`src/sv/ccwl_pkg.sv`:
```
`timescale 1ns / 1ps

package ccwl_pkg;

   // Window length limit; positions from 32 up never match (entries are 32 bits)
   localparam int unsigned MAX_PATTERN_LENGTH = 32;

   localparam int unsigned REQ_W        = 2;
   localparam int unsigned BYTE_W       = 8;
   localparam int unsigned CLASS_W      = 32;
   localparam int unsigned LEN_W        = 6;
   localparam int unsigned TABLE_ADDR_W = BYTE_W;
   localparam int unsigned TABLE_DEPTH  = 1 << TABLE_ADDR_W;

   localparam logic [LEN_W-1:0]  PATTERN_LENGTH_RESET = LEN_W'(32);
   localparam logic [BYTE_W-1:0] NEWLINE_BYTE         = 8'h0A;

   typedef enum logic [REQ_W-1:0] {
      REQ_LOAD   = 2'd0,
      REQ_TEXT   = 2'd1,
      REQ_EOL    = 2'd2,
      REQ_UNUSED = 2'd3
   } req_code_type;

   // Operation carried into the match stage
   typedef enum logic [1:0] {
      OP_NONE,
      OP_TEXT,
      OP_EOL
   } op_type;

   // Match stage status back to the front end
   typedef struct packed {
      logic ready;    // stage can take a new operation this cycle
   } stage_status_type;

endpackage

```
`src/sv/ccwl_shift_and.sv`:
```
`timescale 1ns / 1ps

// Match stage: shift-and vector, sticky line flag and result register.
module ccwl_shift_and #(
   parameter int unsigned MAX_LEN = ccwl_pkg::MAX_PATTERN_LENGTH
) (
   input  logic                              clock,
   input  logic                              reset,
   input  ccwl_pkg::op_type                  issue_op,
   input  logic [ccwl_pkg::CLASS_W-1:0]      class_data,
   input  logic [ccwl_pkg::LEN_W-1:0]        pattern_length,
   output ccwl_pkg::stage_status_type        status,
   output logic                              rsp_valid,
   input  logic                              rsp_ready,
   output logic                              rsp_line_matched
);

   localparam int unsigned IDX_W  = (MAX_LEN > 1) ? $clog2(MAX_LEN) : 1;
   localparam int unsigned WLEN_W = ccwl_pkg::LEN_W + 1;

   ccwl_pkg::op_type    op_ff, op_in;
   logic [MAX_LEN-1:0]  vec_ff, vec_in;
   logic                hit_ff, hit_in;
   logic                rsp_valid_ff, rsp_valid_in;
   logic                rsp_match_ff, rsp_match_in;

   logic [MAX_LEN-1:0]  class_ext;
   logic [MAX_LEN-1:0]  vec_next;
   logic [WLEN_W-1:0]   win_len;
   logic [IDX_W-1:0]    win_idx;
   logic                win_hit;
   logic                advance;

   // Table entry widened or trimmed to the vector; high positions accept nothing
   always_comb begin
      for (int i = 0; i < MAX_LEN; i++) begin
         class_ext[i] = (i < ccwl_pkg::CLASS_W) ? class_data[i % ccwl_pkg::CLASS_W] : 1'b0;
      end
   end

   always_comb begin
      if ({1'b0, pattern_length} > WLEN_W'(MAX_LEN)) begin
         win_len = WLEN_W'(MAX_LEN);
      end else begin
         win_len = {1'b0, pattern_length};
      end
      win_idx  = IDX_W'(win_len - WLEN_W'(1));
      vec_next = MAX_LEN'({vec_ff, 1'b1}) & class_ext;
      win_hit  = (win_len != '0) && vec_next[win_idx];
   end

   // A held end of line waits only for the result register
   assign advance = (op_ff != ccwl_pkg::OP_EOL) || !rsp_valid_ff || rsp_ready;

   always_comb begin
      op_in        = advance ? issue_op : op_ff;
      vec_in       = vec_ff;
      hit_in       = hit_ff;
      rsp_valid_in = rsp_valid_ff && !rsp_ready;
      rsp_match_in = rsp_match_ff;
      unique case (op_ff)
         ccwl_pkg::OP_TEXT: begin
            vec_in = vec_next;
            hit_in = hit_ff | win_hit;
         end
         ccwl_pkg::OP_EOL: begin
            if (advance) begin
               vec_in       = '0;
               hit_in       = 1'b0;
               rsp_valid_in = 1'b1;
               rsp_match_in = hit_ff;
            end
         end
         default: begin
         end
      endcase
   end

   always_ff @(posedge clock) begin
      if (reset) begin
         op_ff        <= ccwl_pkg::OP_NONE;
         vec_ff       <= '0;
         hit_ff       <= 1'b0;
         rsp_valid_ff <= 1'b0;
      end else begin
         op_ff        <= op_in;
         vec_ff       <= vec_in;
         hit_ff       <= hit_in;
         rsp_valid_ff <= rsp_valid_in;
      end
   end

   always_ff @(posedge clock) begin
      rsp_match_ff <= rsp_match_in;
   end

   assign status.ready     = advance;
   assign rsp_valid        = rsp_valid_ff;
   assign rsp_line_matched = rsp_match_ff;

endmodule

```
`config.mk`:
```
export PLATFORM = sky130hd
export DESIGN_NAME = ccwl_shift_and
export DESIGN_NICKNAME = d
export VERILOG_FILES = /design/src/sv/ccwl_pkg.sv /design/src/sv/ccwl_shift_and.sv
export SDC_FILE = /design/constraint.sdc
export NUM_CORES = 1
export LEC_CHECK = 0
export BUFFER_PORTS_ARGS = -buffer_cell sky130_fd_sc_hd__buf_2
export CELL_PAD_IN_SITES_DETAIL_PLACEMENT = 1
export CELL_PAD_IN_SITES_GLOBAL_PLACEMENT = 1
export CORE_AREA = 5 5 77 79
export CTS_CLUSTER_DIAMETER = 60
export DETAILED_ROUTE_END_ITERATION = 12
export DIE_AREA = 0 0 82 84
export HOLD_SLACK_MARGIN = 0.03
export PLACE_DENSITY = 0.75
export SLEW_MARGIN = 5
export SYNTH_ARGS = -nofsm -noshare
export SYNTH_HDL_FRONTEND = slang
export SYNTH_SLANG_ARGS = --single-unit
export TNS_END_PERCENT = 20
```
`constraint.sdc`:
```
create_clock -name clock -period 1.5 [get_ports clock]
set_input_delay 0.15 -clock clock [delete_from_list [all_inputs] [get_ports clock]]
set_output_delay 0.15 -clock clock [all_outputs]
set_load 0.02 [all_outputs]
```
==> reports/metrics.yaml <==
status:
  status: "completed"
synthesis:
  synthCells: 241
  ys_seq_area_share_pct: 40.05
  synth.largest_area_cell: "dfxtp_1"
  synth_edf_count: 1
  synth_ff_type: "dfxtp_1"
  netlist_area_um2: 1824
  yosys.area.top_type_share_pct: 38.41
  synth_cell_types: 38
  syn_nets: 284
  async_reset_ff_share_pct: 0
  ys_seq_elements: 36
  postSynthAreaPerCell_um2: 7.570
  yosysWarningCount: 0
  synth_area_leaders: "dfxtp_1 (38%), nand3_1 (17%), a21oi_1 (12%), clkbuf_1 (3.3%), nand2_1 (2.7%)"
worst_setup_path:
  critPathLaunch: "vec_ff[5]"
  critPathMaxFanout: 3
  cp-end-kind: "flop"
  critPathRequiredTime_ns: 1.71
  crit_path_end: "hit_ff"
  worst_ep_arrival_time_ns: 1.64
  timing_worst_setup_path_type: "reg -> reg"
  critical_path.startpoint_type: "flop"
  r2r_start: "vec_ff[5]"
  rrSetupSlack_ns: 0.07
  reg2reg_to: "hit_ff"
  reg2reg_depth: 5
timing:
  rsz0062_at_grt: "false"
  finalMaxSlewViolations: 0
  setup_viol: 0
  fin_ws_ns: 0.06877
  fmax_ghz: 0.6987
  skew_ns: 0.004551
  hold_slack_ns: 0.05996
  timing.final.crit_share_pct: 95.42
  worst_pin_slew_ns: 0.3608
  finalCriticalPeriod_ns: 1.431
  max-slew-margin-rel_pct: 75.90
  finalHoldViolCount: 0
finish:
  final_core_util_pct: 45.61
  layout_commonest_cell: "nand3_1"
  fin_cells: 371
  final_cell_mix: "nand3_1 (63), buf_2 (45), a21oi_1 (42)"
  area_growth_pct: 31.76
  diodes: 0
  drive_gt1_share_pct: 27.76
  finalNetCount: 341
  nFillCells: 690
floorplan:
  start_util_pct: 34.62
  rows: 27
  die_width_um: 82
  die_h_um: 84
  coreArea_um2: 5270
  dieArea_um2: 6888
  io_pins: 46
placement:
  dpl.cell_count: 363
  hpwlAfterDp_um: 4491
  gp_congestion: 0.8219
  dp_worst_setup_slack_ns: -0.2538
  io_buffers: 45
detailed_routing:
  firstDrtPassIters: 4
  vias_per_cell: 5.426
  drc: 0
  vias: 2013
  drt_iter0_markers: 97
  wirelength_um: 5935
  wire_per_inst_um: 16.00
  ant_nets: 0
clock_tree:
  h-tree-depth: 2
  root_buffer: "clkbuf_8"
  cts_buffers: 5
  cts.sinks: 36
  clkTransAtPathRegs_ns: 0.07
  cts_tree: "done"
  ctsHoldBuffers: 0
  clock_latency_ns: 0.29
  clk_path_buf_depth: 2
global_routing:
  track_usage_pct: 18.53
  grt_max_degree: 34
  first_global_vias: 2078
  grt_pass1_wl_um: 9977
  grt_overflow: 0
  antenna_found_initial: 0
power_and_ir_drop:
  leakage_nw: 0.8586
  power_density_nw_per_um2: 888.7
  ir_worst_vdd_uv: 358.5
worst_hold_path:
  hold_path.class: "in -> reg"
run:
  maxCapViolCount: 0
## Yosys cell counts (2+ instances only)
| cell | instances |
|---|---|
| o21ai_0 | 5 |
| nand2b_1 | 5 |
| a311oi_1 | 3 |
| dfxtp_1 | 35 |
| xnor2_1 | 2 |
| inv_1 | 2 |
| nor2_1 | 9 |
| nor2b_1 | 3 |
| nor3b_1 | 2 |
| buf_1 | 3 |
| a21oi_1 | 42 |
| nand3b_1 | 4 |
| and3_1 | 2 |
| o211ai_1 | 3 |
| nor3_1 | 5 |
| nand3_1 | 63 |
| clkbuf_1 | 16 |
| nand4_1 | 5 |
| nand2_1 | 13 |
## power by group
group / internal [mW] / leakage [nW] / switching, mW
logic: 0.136 / 0.511 / 0.180
registers: 0.968 / 0.292 / 0.00455
clock network: 0.493 / 0.0552 / 0.354
total: 1.60 / 0.859 / 0.539
## worst min-delay path by stage
stage / to / slack, ns / start / cells after the start
2_1_floorplan: op_ff[1] / 0.27 / issue_op[1] / 2
3_3_place_gp: op_ff[1] / 0.37 / issue_op[1] / 3
3_5_place_dp: op_ff[1] / 0.37 / issue_op[1] / 3
4_1_cts: op_ff[1] / 0.06 / issue_op[1] / 3
5_1_grt: op_ff[1] / 0.06 / issue_op[1] / 3
6_report: op_ff[1] / 0.06 / issue_op[1] / 3
## state kept, by name, summed over array words and instances, names as in the netlist
name / flops
vec_ff: 31
hit_ff: 1
rsp_line_matched: 1
op_ff: 2
rsp_valid: 1
## critical path: stages, from the launching register on
cell and delay (ns):
dfxtp_1 0.38, nand3_1 0.11, a32o_1 0.27, o221ai_2 0.20
o311ai_2 0.14, o31ai_1 0.24
## routing by layer
layer  GRT usage, %  wire (µm)  vias to the layer above
li1               -          -                     1006
met1          22.67       2609                      962
met2          31.15       2983                       33
met3          4.104        212                       12
met4          6.647        129                        0
met5              0          0                        -
## kinds of logic (layout without fill, tap and decap cells)
family | count (synthesis) | count (layout) | synth area share [%]
AND/OR/NAND/NOR | 117 | 117 | 33.40
XOR/XNOR | 2 | 2 | 0.9604
flip-flops | 36 | 36 | 40.05
AO/OA/AOI/OAI | 65 | 65 | 21.26
buffers and inverters | 21 | 79 | 4.321
## layout make-up
| class | count | area [µm²] | area share, % |
|---|---|---|---|
| repair buffers | 69 | 430.4 | 17.91 |
| clock buffers | 6 | 72.57 | 3.019 |
| clock inverters | 2 | 35.03 | 1.458 |
| multi-input cells | 184 | 1037 | 43.15 |
| well taps | 72 | 90.09 | 3.748 |
| flip-flops and latches | 36 | 730.7 | 30.40 |
| inverters | 2 | 7.507 | 0.3123 |
## metrics by stage
| step | TNS (ns) | cell area [µm²] | total power [mW] |
|---|---|---|---|
| final | 0 | 2404 | 2.136 |
| after global routing | 0 | 2404 | 2.236 |
| after CTS | 0 | 2384 | 2.153 |
| after detailed placement | -0.2538 | 2276 | 1.306 |
| after global placement | -0.1248 | 2276 | 1.301 |
| after floorplan | 0 | 1824 | 1.132 |
## repair_timing
item	CTS	global route
hold endpoints to repair	0	0
buffers inserted	0	0
endpoints found under the setup margin	0	1
gates resized for setup	0	3
No activity file was read; power rests on OpenSTA's default activity.
